[src/rtl/core/affine_span_texel_blender_defines.svh]
// Assertion helpers shared by the blender RTL.
`ifndef AFFINE_SPAN_TEXEL_BLENDER_DEFINES_SVH
`define AFFINE_SPAN_TEXEL_BLENDER_DEFINES_SVH

// Same-cycle implication, disabled while reset is asserted.
`define ASTB_ASSERT_IMPLIES(lbl, clk_s, rstn_s, ante, cons) \
  lbl: assert property (@(posedge clk_s) disable iff (!rstn_s) (ante) |-> (cons)) \
    else $error("same-cycle property violated");

// Next-cycle implication, disabled while reset is asserted.
`define ASTB_ASSERT_NEXT(lbl, clk_s, rstn_s, ante, cons) \
  lbl: assert property (@(posedge clk_s) disable iff (!rstn_s) (ante) |=> (cons)) \
    else $error("next-cycle property violated");

`endif

[src/rtl/core/astb_pkg.sv]
package astb_pkg;

  typedef enum logic [2:0] {
    KIND_TEXEL  = 3'd0,
    KIND_LIGHT  = 3'd1,
    KIND_FG     = 3'd2,
    KIND_BG     = 3'd3,
    KIND_COLOUR = 3'd4,
    KIND_MASK   = 3'd5,
    KIND_SPAN   = 3'd6,
    KIND_PIXEL  = 3'd7
  } kind_t;

  // Configuration register indexes.
  localparam logic [2:0] CFG_U_SHIFT    = 3'd0;
  localparam logic [2:0] CFG_V_SHIFT    = 3'd1;
  localparam logic [2:0] CFG_U_MASK     = 3'd2;
  localparam logic [2:0] CFG_BLEND_MODE = 3'd3;
  localparam logic [2:0] CFG_USE_ALPHA  = 3'd4;

  localparam logic [1:0] BLEND_SOLID = 2'd0;
  localparam logic [1:0] BLEND_TRANS = 2'd1;
  localparam logic [1:0] BLEND_ADD   = 2'd2;

  localparam logic [4:0]  RST_U_SHIFT = 5'd20;
  localparam logic [4:0]  RST_V_SHIFT = 5'd26;
  localparam logic [31:0] RST_U_MASK  = 32'h0000_0FC0;

  // Packed-channel arithmetic constants for the blend word.
  localparam logic [31:0] CH_GUARD = 32'h01f0_7c1f;
  localparam logic [31:0] CH_CARRY = 32'h4010_0400;
  localparam logic [31:0] CH_KEEP  = 32'h3fff_ffff;

  localparam int QUEUE_DEPTH = 4;
  localparam int QPTR_W      = $clog2(QUEUE_DEPTH);

  typedef struct packed {
    logic [4:0]  u_shift;
    logic [4:0]  v_shift;
    logic [31:0] u_mask;
    logic [1:0]  blend_mode;
    logic        use_alpha;
  } cfg_t;

  // One queued operation for the back pipeline.
  typedef struct packed {
    kind_t       kind;
    logic [14:0] idx;
    logic [31:0] val;
    logic [7:0]  bgpix;
  } op_t;

endpackage

[src/rtl/core/astb_queue.sv]
module astb_queue #(
  parameter int TEX_BITS = 12
) (
  input  logic                 clk,
  input  logic                 rst_n,
  input  logic                 push,
  input  astb_pkg::op_t        push_op,
  input  logic [TEX_BITS-1:0]  push_taddr,
  output logic                 full,
  input  logic                 pop,
  output logic                 valid,
  output astb_pkg::op_t        head_op,
  output logic [TEX_BITS-1:0]  head_taddr
);
  import astb_pkg::*;
  `include "affine_span_texel_blender_defines.svh"

  op_t                 op_q   [QUEUE_DEPTH];
  logic [TEX_BITS-1:0] addr_q [QUEUE_DEPTH];
  logic [QPTR_W-1:0]   wr_ptr_r, rd_ptr_r;
  logic [QPTR_W:0]     count_r, count_nxt;

  assign full       = (count_r == (QPTR_W+1)'(QUEUE_DEPTH));
  assign valid      = (count_r != '0);
  assign head_op    = op_q[rd_ptr_r];
  assign head_taddr = addr_q[rd_ptr_r];

  always_comb begin
    count_nxt = count_r;
    if (push && !pop) begin
      count_nxt = count_r + 1'b1;
    end else if (pop && !push) begin
      count_nxt = count_r - 1'b1;
    end
  end

  always_ff @(posedge clk) begin
    if (!rst_n) begin
      wr_ptr_r <= '0;
      rd_ptr_r <= '0;
      count_r  <= '0;
    end else begin
      count_r <= count_nxt;
      if (push) begin
        wr_ptr_r <= wr_ptr_r + 1'b1;
      end
      if (pop) begin
        rd_ptr_r <= rd_ptr_r + 1'b1;
      end
    end
  end

  always_ff @(posedge clk) begin
    if (push) begin
      op_q[wr_ptr_r]   <= push_op;
      addr_q[wr_ptr_r] <= push_taddr;
    end
  end

  `ASTB_ASSERT_IMPLIES(a_no_push_when_full, clk, rst_n, full, !push)
  `ASTB_ASSERT_IMPLIES(a_no_pop_when_empty, clk, rst_n, !valid, !pop)

endmodule

[config.mk]
export PLATFORM = sky130hd
export DESIGN_NAME = astb_queue
export DESIGN_NICKNAME = d
export VERILOG_FILES = /design/src/rtl/core/astb_pkg.sv /design/src/rtl/core/astb_queue.sv
export VERILOG_INCLUDE_DIRS = /design/src /design/src/rtl/core
export SDC_FILE = /design/constraint.sdc
export NUM_CORES = 1
export LEC_CHECK = 0
export ABC_AREA = 1
export ABC_CLOCK_PERIOD_IN_PS = 4100
export BUFFER_PORTS_ARGS = -buffer_cell sky130_fd_sc_hd__buf_2
export CORE_UTILIZATION = 42
export CTS_CLUSTER_SIZE = 40
export DETAILED_ROUTE_END_ITERATION = 8
export SLEW_MARGIN = 40
export SYNTH_ARGS = -nofsm -noshare
export SYNTH_HDL_FRONTEND = slang
export SYNTH_SLANG_ARGS = --single-unit
export TNS_END_PERCENT = 50
[constraint.sdc]
create_clock -name clk -period 4.1 [get_ports clk]
set_input_delay 0.82 -clock clk [delete_from_list [all_inputs] [get_ports clk]]
set_output_delay 0.82 -clock clk [all_outputs]
set_load 0.005 [all_outputs]
## Yosys cells after proc, flatten, opt, wreduce, memory -nomap -nowiden

Memories as Yosys holds them, arrays and structs flattened. A register that Yosys moved wholly into a read port is not among the register bits.
Cells that the tools add are included.

- Output and inout port bits: 72
- Memories kept: 2
- Word-level logic and storage cells: 24
- RAM bits: 280
- Flip-flop bits (word level): 7
- Input port bits: 74

Memories:

| memory | words | bits a word | rd ports | clocked after memory_dff | write ports | line | RTL |
|---|---|---|---|---|---|---|---|
| op_q | 4 | 58 | 1 | 1 | 1 | astb_queue.sv:18 | `op_t op_q [QUEUE_DEPTH];` |
| addr_q | 4 | 12 | 1 | 1 | 1 | astb_queue.sv:19 | `logic [TEX_BITS-1:0] addr_q [QUEUE_DEPTH];` |

- Eq/ne operators: 1
- Add/sub/neg operators: 4
- Muxes and demuxes: 8
- Reductions and logical operators: 6

Operators with widths:

| cell | count |
|---|---|
| 2-bit two-way mux | 4 |
| 3-bit two-way mux | 2 |
| 2-bit by 1-bit adder with 2-bit output (second input constant) | 2 |
| 3-bit by 1-bit adder with 3-bit output (second input constant) | 1 |
| 3-bit == test (second input constant) | 1 |
| 3-bit nonzero test | 1 |
| 3-bit by 1-bit subtractor with 3-bit output (second input constant) | 1 |
| 1-bit logical AND | 2 |
| 1-bit zero test | 2 |
| 1-bit two-way mux | 2 |
| 2-bit nonzero test | 1 |

## Depth between registers and ports, before layout

- Word-level depth: 4
- Mapped depth: 10
- Depth with buffers taken out: 10

## Worst setup path after synthesis

Ideal clock, no wire load.

- Path type: input to register
- From: in push
- To: mem addr_q[0][0] (enable)
- Setup slack: 1.463 ns
- Library setup time: 0.424 ns
- Required time: 3.676 ns
- Arrival: 2.213 ns
- Stages: 2
- Buffers on the path: 0
- Path through: nand2_1 > inv_1

- Word-level cells in the longest chain between the ends: 2

Ends and longest elaborated chain:

| element | line | RTL |
|---|---|---|
| start, declared | astb_queue.sv:6 | `input logic push,` |
| 1-bit two-way mux | astb_queue.sv:54 | `if (push) begin` |
| 1-bit two-way mux (implied by the code) | astb_queue.sv:56 | `addr_q[wr_ptr_r] <= push_taddr;` |
| end, declared | astb_queue.sv:19 |  |

No other way between the ends.

==> qor.yml <==
initial_core_util: 0.432
synth_top_area_frac: 0.738
critPathLaunchType: "register"
drt_iter0_markers: 374
row_count: 59
status: "completed"
dr.pass1.iters: 5
hp-class: "reg -> reg"
hold_viol: 0
drive_gt1_frac: 0.319
end_kind: "output port"
area_growth_pct: 16.7
fin_skew_ns: 0.0114
instances_no_fill: 1239
grt_pass1_vias: 6267
pin_count: 146
dp_hpwl_mm: 12.9
grt-ovfl-total: 0
slew_headroom: 0.445
max-clock-path-buffers: 3
post_cts_buffers: 0
p_total_mw: 6.47
cts.clk_slew.worst_paths_ns: 0.06
irDropWorstVdd_mv: 0.267
hold_buffers: 0
crit_arrival_ns: 2.44
io_buffers: 145
synth_area_sq_um: 11400
dpl.cell_count: 1186
grt_max_degree: 73
die_area_sq_um: 27800
cts_root_buf: "clkbuf_16"
syn_nets: 815
detail_route.wl_per_cell_um: 18.2
avgSynthCellArea_sq_um: 15.5
rsz0062_at_grt: "no"
synth.distinct_cells: 21
tightest_slew_ns: 0.832
synth-seq-cells: 289
synth_area_leaders: "edfxtp_1, o21ai_0, o22ai_2"
power_density_nw_per_um2: 486
nets: 962
setup_viol: 0
viasPerCell: 5.18
fmax_mhz: 307
path_max_fanout: 72
required_ns: 3.28
cts_resized: 0
cts_tree: "yes"
antenna_found_initial: 2
grtUsageTotal: 0.163
leakage_nw: 4.57
setup_ws_ns: 0.840
grt_pass1_wl_mm: 35.4
path_class: "reg -> out"
clock-sinks: 289
dieHeight_um: 167
period_needed_ns: 3.26
cts_buffers: 29
ant_nets: 0
place_congestion: 0.711
setup-tns-final_ns: 0
netlist_instances: 735
die_w_um: 167
synth_top_area_cell: "edfxtp_1"
vias: 6420
min_period_over_period: 0.795
yosysSeqAreaShare: 0.754
core_region_area_sq_um: 26400
dp_slack_ns: 1.34
max_cap_violations: 0
wirelength_mm: 22.6
hold_ws_ns: 0.465
yosysWarnings: 0
clk_latency_ns: 0.53
drc: 0
htreeDepth: 1
slew_violations: 0
==> synthesized netlist by cell type, drive strengths merged <==
| cell type | number |
|---|---|
| edfxtp | 280 |
| o21ai | 146 |
| nor2 | 144 |
| o22ai | 70 |
| buf | 23 |
| clkbuf | 21 |
| inv | 17 |
| nand2 | 10 |
| dfxtp | 9 |
| a21oi | 6 |
| ha | 5 |
| fa | 1 |
| nand3 | 1 |
| nand4 | 1 |
| nor3 | 1 |
==> cell usage in the layout, fill, tap and decap left out <==
master        n
buf_4        10
clkinv_2     10
nand3_1       1
o22ai_2      40
dfxtp_1       7
bufinv_16     2
fa_1          1
a21oi_1       6
edfxtp_1    280
nand2_1      10
clkinv_1      9
nor2_4       40
inv_1        11
nor3_1        1
dfxtp_4       1
ha_1          5
nor2_1      104
o22ai_1      30
diode_2       1
inv_2         1
nand4_1       1
o21ai_0     116
clkbuf_16    29
buf_12        5
o21ai_1      30
dfxtp_2       1
clkinvlp_4    3
buf_2       145
inv_6         1
clkbuf_1      3
==> metrics by stage <==
| stage | cell area, sq um | utilization |
|---|---|---|
| global route | 13300 | 0.505 |
| floorplan | 11400 | - |
| global placement | 12400 | 0.471 |
| CTS | 13300 | 0.505 |
| detailed placement | 12400 | 0.471 |
| finish | 13300 | 0.505 |
==> cell families (layout without fill, tap and decap cells) <==
family          count (synthesis)  in the layout  share of synthesized area
flops                         289            289                      0.754
compound gates                222            222                      0.127
simple gates                  157            157                     0.0785
buf+inv                        61            229                     0.0335
fa+ha+maj                       6              6                    0.00725
other cells                     0              1                          0
==> critical path, cell delays in order, from the launching register on <==
cell and delay [ns]:
dfxtp_4 0.46, inv_6 0.63, buf_4 0.36, o21ai_0 0.12, o22ai_2 0.15, buf_2 0.14
==> flip-flops by register name, summed over array words and instances (netlist names), named ones only <==
register and flops:
wr_ptr_r 2, op_q 232, rd_ptr_r 2, addr_q 48
count_r 3
==> per-layer routing <==
metal,global-route usage,part of all wire,up-vias,wire length (um)
li1,-,-,3063,-
met1,0.221,0.45,3178,10300
met2,0.269,0.48,151,10900
met3,0.0349,0.048,26,1090
met4,0.0374,0.013,2,300
met5,0,0.00035,-,8
==> worst paths after layout <==
kind          startpoint           to  slack, ns  cells past startpoint
max             register  head_op[10]       0.84                      5
min          rd_ptr_r[1]     register       0.47                      2
min reg2reg  rd_ptr_r[1]     register       0.47                      2
max reg2reg  wr_ptr_r[0]  op_q[2][32]       2.09                      5
==> power breakdown <==
group          switching, mW  leakage [nW]  internal (mW)
Combinational          0.378          1.50          0.223
Sequential            0.0382          2.65           3.37
Clock                   1.04         0.427           1.41
Total                   1.46          4.57           5.01
==> area by class of cell <==
cell class                 count  area, sq um
timing repair buffer         160          901
tap                          335          419
sequential                   289         8590
clock buffer                  32          737
inverter                      17         73.8
multi-input combinational    385         2430
antenna                        1         2.50
fill                        2238        13100
clock inverter                20          146
(Power assumes the default switching activity.)
