**src/rtl/core/affine_span_texel_blender_defines.svh**
```systemverilog
// Assertion helpers shared by the blender RTL.
`ifndef AFFINE_SPAN_TEXEL_BLENDER_DEFINES_SVH
`define AFFINE_SPAN_TEXEL_BLENDER_DEFINES_SVH

// Same-cycle implication, disabled while reset is asserted.
`define ASTB_ASSERT_IMPLIES(lbl, clk_s, rstn_s, ante, cons) \
  lbl: assert property (@(posedge clk_s) disable iff (!rstn_s) (ante) |-> (cons)) \
    else $error("same-cycle property violated");

// Next-cycle implication, disabled while reset is asserted.
`define ASTB_ASSERT_NEXT(lbl, clk_s, rstn_s, ante, cons) \
  lbl: assert property (@(posedge clk_s) disable iff (!rstn_s) (ante) |=> (cons)) \
    else $error("next-cycle property violated");

`endif

```
**src/rtl/core/astb_pkg.sv**
```systemverilog
package astb_pkg;

  typedef enum logic [2:0] {
    KIND_TEXEL  = 3'd0,
    KIND_LIGHT  = 3'd1,
    KIND_FG     = 3'd2,
    KIND_BG     = 3'd3,
    KIND_COLOUR = 3'd4,
    KIND_MASK   = 3'd5,
    KIND_SPAN   = 3'd6,
    KIND_PIXEL  = 3'd7
  } kind_t;

  // Configuration register indexes.
  localparam logic [2:0] CFG_U_SHIFT    = 3'd0;
  localparam logic [2:0] CFG_V_SHIFT    = 3'd1;
  localparam logic [2:0] CFG_U_MASK     = 3'd2;
  localparam logic [2:0] CFG_BLEND_MODE = 3'd3;
  localparam logic [2:0] CFG_USE_ALPHA  = 3'd4;

  localparam logic [1:0] BLEND_SOLID = 2'd0;
  localparam logic [1:0] BLEND_TRANS = 2'd1;
  localparam logic [1:0] BLEND_ADD   = 2'd2;

  localparam logic [4:0]  RST_U_SHIFT = 5'd20;
  localparam logic [4:0]  RST_V_SHIFT = 5'd26;
  localparam logic [31:0] RST_U_MASK  = 32'h0000_0FC0;

  // Packed-channel arithmetic constants for the blend word.
  localparam logic [31:0] CH_GUARD = 32'h01f0_7c1f;
  localparam logic [31:0] CH_CARRY = 32'h4010_0400;
  localparam logic [31:0] CH_KEEP  = 32'h3fff_ffff;

  localparam int QUEUE_DEPTH = 4;
  localparam int QPTR_W      = $clog2(QUEUE_DEPTH);

  typedef struct packed {
    logic [4:0]  u_shift;
    logic [4:0]  v_shift;
    logic [31:0] u_mask;
    logic [1:0]  blend_mode;
    logic        use_alpha;
  } cfg_t;

  // One queued operation for the back pipeline.
  typedef struct packed {
    kind_t       kind;
    logic [14:0] idx;
    logic [31:0] val;
    logic [7:0]  bgpix;
  } op_t;

endpackage

```
**src/rtl/core/astb_front.sv**
```systemverilog
module astb_front #(
  parameter int TEX_BITS = 12
) (
  input  logic                 clk,
  input  logic                 rst_n,
  input  astb_pkg::cfg_t       cfg,
  input  logic                 in_tvalid,
  output logic                 in_tready,
  input  logic [2:0]           in_kind,
  input  logic [14:0]          in_idx,
  input  logic [31:0]          in_val,
  input  logic [31:0]          in_u_start,
  input  logic [31:0]          in_v_start,
  input  logic [31:0]          in_u_inc,
  input  logic [31:0]          in_v_inc,
  input  logic [7:0]           in_bgpix,
  input  logic                 q_full,
  output logic                 q_push,
  output astb_pkg::op_t        q_op,
  output logic [TEX_BITS-1:0]  q_taddr
);
  import astb_pkg::*;

  logic [31:0]          u_pos_r, v_pos_r, u_step_r, v_step_r;
  logic                 accept;
  kind_t                kind;
  logic [31:0]          texel_full;
  logic [TEX_BITS+14:0] idx_ext;

  assign in_tready = !q_full;
  assign accept    = in_tvalid && !q_full;
  assign kind      = kind_t'(in_kind);

  // Texel address from the current positions; loads use their own index instead.
  assign texel_full = ((u_pos_r >> cfg.u_shift) & cfg.u_mask) | (v_pos_r >> cfg.v_shift);
  assign idx_ext    = {{TEX_BITS{1'b0}}, in_idx};

  always_comb begin
    q_push      = accept && (kind != KIND_SPAN);
    q_op.kind   = kind;
    q_op.idx    = in_idx;
    q_op.val    = in_val;
    q_op.bgpix  = in_bgpix;
    if (kind == KIND_PIXEL) begin
      q_taddr = texel_full[TEX_BITS-1:0];
    end else begin
      q_taddr = idx_ext[TEX_BITS-1:0];
    end
  end

  always_ff @(posedge clk) begin
    if (!rst_n) begin
      u_pos_r  <= '0;
      v_pos_r  <= '0;
      u_step_r <= '0;
      v_step_r <= '0;
    end else if (accept) begin
      if (kind == KIND_SPAN) begin
        u_pos_r  <= in_u_start;
        v_pos_r  <= in_v_start;
        u_step_r <= in_u_inc;
        v_step_r <= in_v_inc;
      end else if (kind == KIND_PIXEL) begin
        u_pos_r <= u_pos_r + u_step_r;
        v_pos_r <= v_pos_r + v_step_r;
      end
    end
  end

endmodule

```
**config.mk**
```make
export PLATFORM = sky130hd
export DESIGN_NAME = astb_front
export DESIGN_NICKNAME = d
export VERILOG_FILES = /design/src/rtl/core/affine_span_texel_blender_defines.svh /design/src/rtl/core/astb_pkg.sv /design/src/rtl/core/astb_front.sv
export SDC_FILE = /design/constraint.sdc
export NUM_CORES = 1
export LEC_CHECK = 0
export ABC_AREA = 0
export BUFFER_PORTS_ARGS = -buffer_cell sky130_fd_sc_hd__buf_2
export CORE_UTILIZATION = 50
export CTS_CLUSTER_SIZE = 14
export DETAILED_ROUTE_END_ITERATION = 8
export PLACE_DENSITY = 0.88
export SETUP_SLACK_MARGIN = 0.15
export SYNTH_ARGS = -nofsm -noshare
export SYNTH_HDL_FRONTEND = slang
export SYNTH_SLANG_ARGS = --single-unit
```
**constraint.sdc**
```tcl
create_clock -name clk -period 7.2 [get_ports clk]
set_clock_uncertainty 0.05 [all_clocks]
set_input_delay 1.44 -clock clk [delete_from_list [all_inputs] [get_ports clk]]
set_output_delay 1.44 -clock clk [all_outputs]
set_load 0.02 [all_outputs]
```
# Yosys cells after proc, flatten, opt, wreduce, memory -nomap -nowiden
# Cells that the tools add are included.
[op_classes]
addsub = 2
n_eq_ne = 3
shift = 2
muxes = 5
n_bitwise = 2
n_reduce_logical = 6
[ops]
columns = ["cell", "n"]
rows = [
  ["$mux 32", 4],
  ["$add 32x32->32", 2],
  ["$shr 32x5->12", 2],
  ["$and 12x12->12", 1],
  ["$mux 12", 1],
  ["$or 12x12->12", 1],
  ["$eq 3x3->1 const B", 2],
  ["$reduce_and 2->1", 2],
  ["$ne 3x3->1 const B", 1],
  ["$logic_and 1x1->1", 2],
  ["$reduce_bool 2->1", 1],
  ["$logic_not 1->1", 1],
]
[totals]
regBits = 128
input_bits = 235
out_inout_bits = 72
elab_cells = 24

# Logic depth before layout (Yosys ltp)
[logic_depth]
word_depth = 4
depth_mapped = 12
mapped_depth_nobuf = 11

# Least setup slack after synthesis
# Ideal clock, no wire load.
[synth_path]
path_type = "in2out"
from = "in cfg[40] (netlist bit)"
to = "out q_taddr[3]"
arrival_time_ns = 3.487
slack_ns = 2.223
cell_stages = 8
n_path_buf = 2
cell_sequence = "buf_2 buf_4 mux4_2 mux4_2 nand2_1 o31ai_1 a221oi_1 o21ai_1"
[synth_between]
elab_chain_cells = 4
[synth_rtl]
columns = ["item", "line_no", "rtl"]
rows = [
  ["start, declared", "astb_front.sv:6", "input astb_pkg::cfg_t cfg,"],
  ["$shr 32x5->12", "astb_front.sv:35", "assign texel_full = ((u_pos_r >> cfg.u_shift) & cfg.u_mask) | (v_pos_r >> cfg.v_shift);"],
  ["$and 12x12->12", "astb_front.sv:35", ""],
  ["$or 12x12->12", "astb_front.sv:35", ""],
  ["$mux 12", "astb_front.sv:44", "if (kind == KIND_PIXEL) begin"],
  ["end, declared", "astb_front.sv:20", "output logic [TEX_BITS-1:0] q_taddr"],
]
# Every way passes these cells.

# Worst setup path after layout
[layout_path]
from = "in cfg[40] (netlist bit)"
to = "out q_taddr[1]"
# Same word-level chain as after synthesis.

==> metrics.txt <==
status finished, final reports clean; H-tree levels 4; syn nets 1708; site row count 55; Slew headroom 0.3412; min cycle time layout 5.628 ns; setup ws final 1.572 ns; Synth top area share 0.2210; Hold Crit Depth 2; Synth Instances 1409; top layer in use met4; global placement routability congestion 1.010; post_cts resized 0; Skew-Pair Late Insertion Delay 0.43 ns; R2R Path End v_pos_r[29]$_SDFFE_PN0P_; metal2 WL 17070 um; end of the worst hold path v_step_r[8]$_SDFFE_PN0P_; die height 154.3 um; placed cells 1745; Syn. warnings 0; wire length on met3 3002 um; via density per instance 6.325; Worst Path Required 5.71 ns; R2R setup slack 3.82 ns; initial antenna violation count 1; CP bufs+invs 2; post-synthesis sequential area ratio 0.2210; number of buffers created by CTS 17; Crit. End Element output pin; gr usage total 0.3035; RSZ-0062 raised after global routing false; Setup violations, final 0; clock buffer depth 2; grt ovf 0; crit-path cells buf_2, mux4_2, mux4_2, nand2_1, o21ai_0, a221oi_1, o21ai_1, buf_2; Starting Density 0.5105; area grow syn2layout 10.33%; core area 22710 um2; EDFF count, synth 0; crit-path max FO 35; Comb power frac 0.125; post-DP HPWL 27490 um; Remaining DRCs 0; reg2reg start v_pos_r[14]$_SDFFE_PN0P_; hold_buf cts 0; max frequency 177.7 MHz; DR vias 11240; DRT Pass-1 Iters 7; Worst Hold Class flip-flop to flip-flop; Yosys cell types 75; drt wl/cell 20.62 um; Leak 0.005427 uW; Detailed Route Iter0 Violations 899; HP Start v_step_r[8]$_SDFFE_PN0P_; layout cells sized above 1 0.2160; Seq cells post-synth 128; measured slew at the worst slew-check pin 0.9882 ns; die area 23800 um2; Final Hold Fails 0; first-pass GRT wire length 56680 um; fill count 2042; worst setup path class primary input to output pin; vias in the first global route 10407; crit-path leading delay family multiplexers; switching power of the nets 483.7 uW; largest net degree at the start of global routing 116; Post-Syn Area 11590 um2; Nets 1778; die width 154.3 um; Port Buffer Count 197; switching fraction of total power 0.2599; CTS Sinks 128; Ports 307; postcts setup bufs 0; max incr delay on CP 0.68 ns; CTS tree done; Layout Cells excl Fill 1777; VDD IR max 0.0001578 V; Worst-path clk slew 0.06 ns; most frequent cell after synthesis nand2_1; ys flop type dfxtp_1; MaxCap Viol Count 0; Critical-path top delay cell buf_2; routed wire length 36640 um; Arr. time, crit path 4.14 ns; Syn Area/Cell 8.227 um2; Post-Place Setup Slack 1.566 ns; Pwr Density 145.5 nW/um2; clock power share 0.490; Antenna Violating Nets Remaining 0; Commonest cells post-synth 261 x nand2_1, 128 x dfxtp_1, 98 x a21boi_0; top post-synthesis cells by area dfxtp_1 22%, mux4_2 9.9%, nand2_1 8.5%, ha_1 6.7%, a21boi_0 6.3%; reg2reg path depth 10; internal portion of total power 1377 uW; Worst setup SP type primary input; fin util 0.5632; M1 wire length 15220 um; leading area contributor after synthesis dfxtp_1; Async SR Flop Fraction 0; sequential power share 0.386; Slew Limit Fails 0; Root Driver clkbuf_16; final worst-path cycle share 0.7817; Post-Route Setup TNS 0 ns
## worst min-delay path, stage by stage, from the launching register on
cell and delay [ns]:
dfxtp_1 0.31, nand2_1 0.06, a21boi_1 0.05
## routing by layer
| metal | GRT usage | vias up |
|---|---|---|
| li1 | - | 5299 |
| met1 | 0.4008 | 5289 |
| met2 | 0.4937 | 557 |
| met3 | 0.04511 | 95 |
| met4 | 0.1325 | 0 |
| met5 | 0 | - |
## area by class of cell
type,instances,area (um2),share of cell area
multi-input combinational,1105,8133,0.6359
timing repair buffer,205,1046,0.08178
sequential,128,2562,0.2004
clock inverter,9,132.6,0.01037
tap,285,356.6,0.02788
clock buffer,22,474.2,0.03708
antenna,1,2.502,0.0001957
inverter,22,82.58,0.006457
## kinds of logic (layout without fill, tap and decap cells)
| kind of cell | after synthesis | after routing | share of synthesized area |
|---|---|---|---|
| buffers and inverters | 176 | 258 | 0.07955 |
| flip-flops | 128 | 128 | 0.2210 |
| other | 0 | 1 | 0 |
| multiplexers | 98 | 98 | 0.1407 |
| adder cells (fa/ha/maj) | 64 | 64 | 0.07037 |
| AND/OR/NAND/NOR | 402 | 402 | 0.1510 |
| AO/OA/AOI/OAI | 486 | 486 | 0.2957 |
| XOR/XNOR | 55 | 55 | 0.04155 |
## worst max-delay path by stage
| stage | cells after the start | slack, ns | end | from |
|---|---|---|---|---|
| 5_1_grt | 9 | 1.29 | q_taddr[9] | cfg[35] |
| 4_1_cts | 8 | 1.55 | q_taddr[1] | cfg[40] |
| 2_1_floorplan | 8 | 2.22 | q_taddr[3] | cfg[40] |
| 6_report | 8 | 1.57 | q_taddr[1] | cfg[40] |
| 3_3_place_gp | 8 | 1.61 | q_taddr[1] | cfg[40] |
| 3_5_place_dp | 8 | 1.57 | q_taddr[1] | cfg[40] |
## registers in the layout (all words and copies together) (netlist names)
| name | cells |
|---|---|
| u_step_r | 32 |
| u_pos_r | 32 |
| v_pos_r | 32 |
| v_step_r | 32 |
## stage by stage
stage | total power (uW) | hold slack (ns) | cell area (um2)
6_report | 1861 | 0.4167 | 12790
5_1_grt | 1905 | 0.4329 | 12790
4_1_cts | 1863 | 0.4197 | 12790
3_5_place_dp | 962.7 | 0.4115 | 12180
3_3_place_gp | 959.7 | 0.4030 | 12180
2_1_floorplan | 909.6 | 0.3888 | 11590
## cell usage in the layout (no fill, tap or decap), types with 6 or more instances in the layout
cell / n
mux4_2: 51
o21ai_0: 53
buf_2: 197
a21o_1: 39
mux2_2: 10
xor2_1: 19
a21boi_1: 10
nor2b_1: 17
xnor2_1: 36
inv_1: 21
buf_4: 8
o21a_1: 14
o21bai_1: 7
a31oi_1: 12
and3_1: 8
nor2_1: 53
a211oi_1: 18
mux2i_1: 37
dfxtp_1: 128
and2_1: 13
o211ai_1: 14
nand3_1: 7
and4_1: 6
a21oi_1: 91
o22ai_1: 9
o21ai_1: 15
nand2b_1: 9
nand2_1: 260
a21boi_0: 98
ha_1: 62
a221oi_1: 8
clkbuf_16: 17
o221ai_1: 54
## power by group through the flow
stage / sequential [uW] / combinational [uW] / clock (uW)
floorplan: 731 / 179 / 0
global placement: 733 / 227 / 0
detailed placement: 733 / 230 / 0
CTS: 718 / 230 / 915
global route: 718 / 249 / 938
finish: 718 / 232 / 911
(Power assumes the default switching activity.)
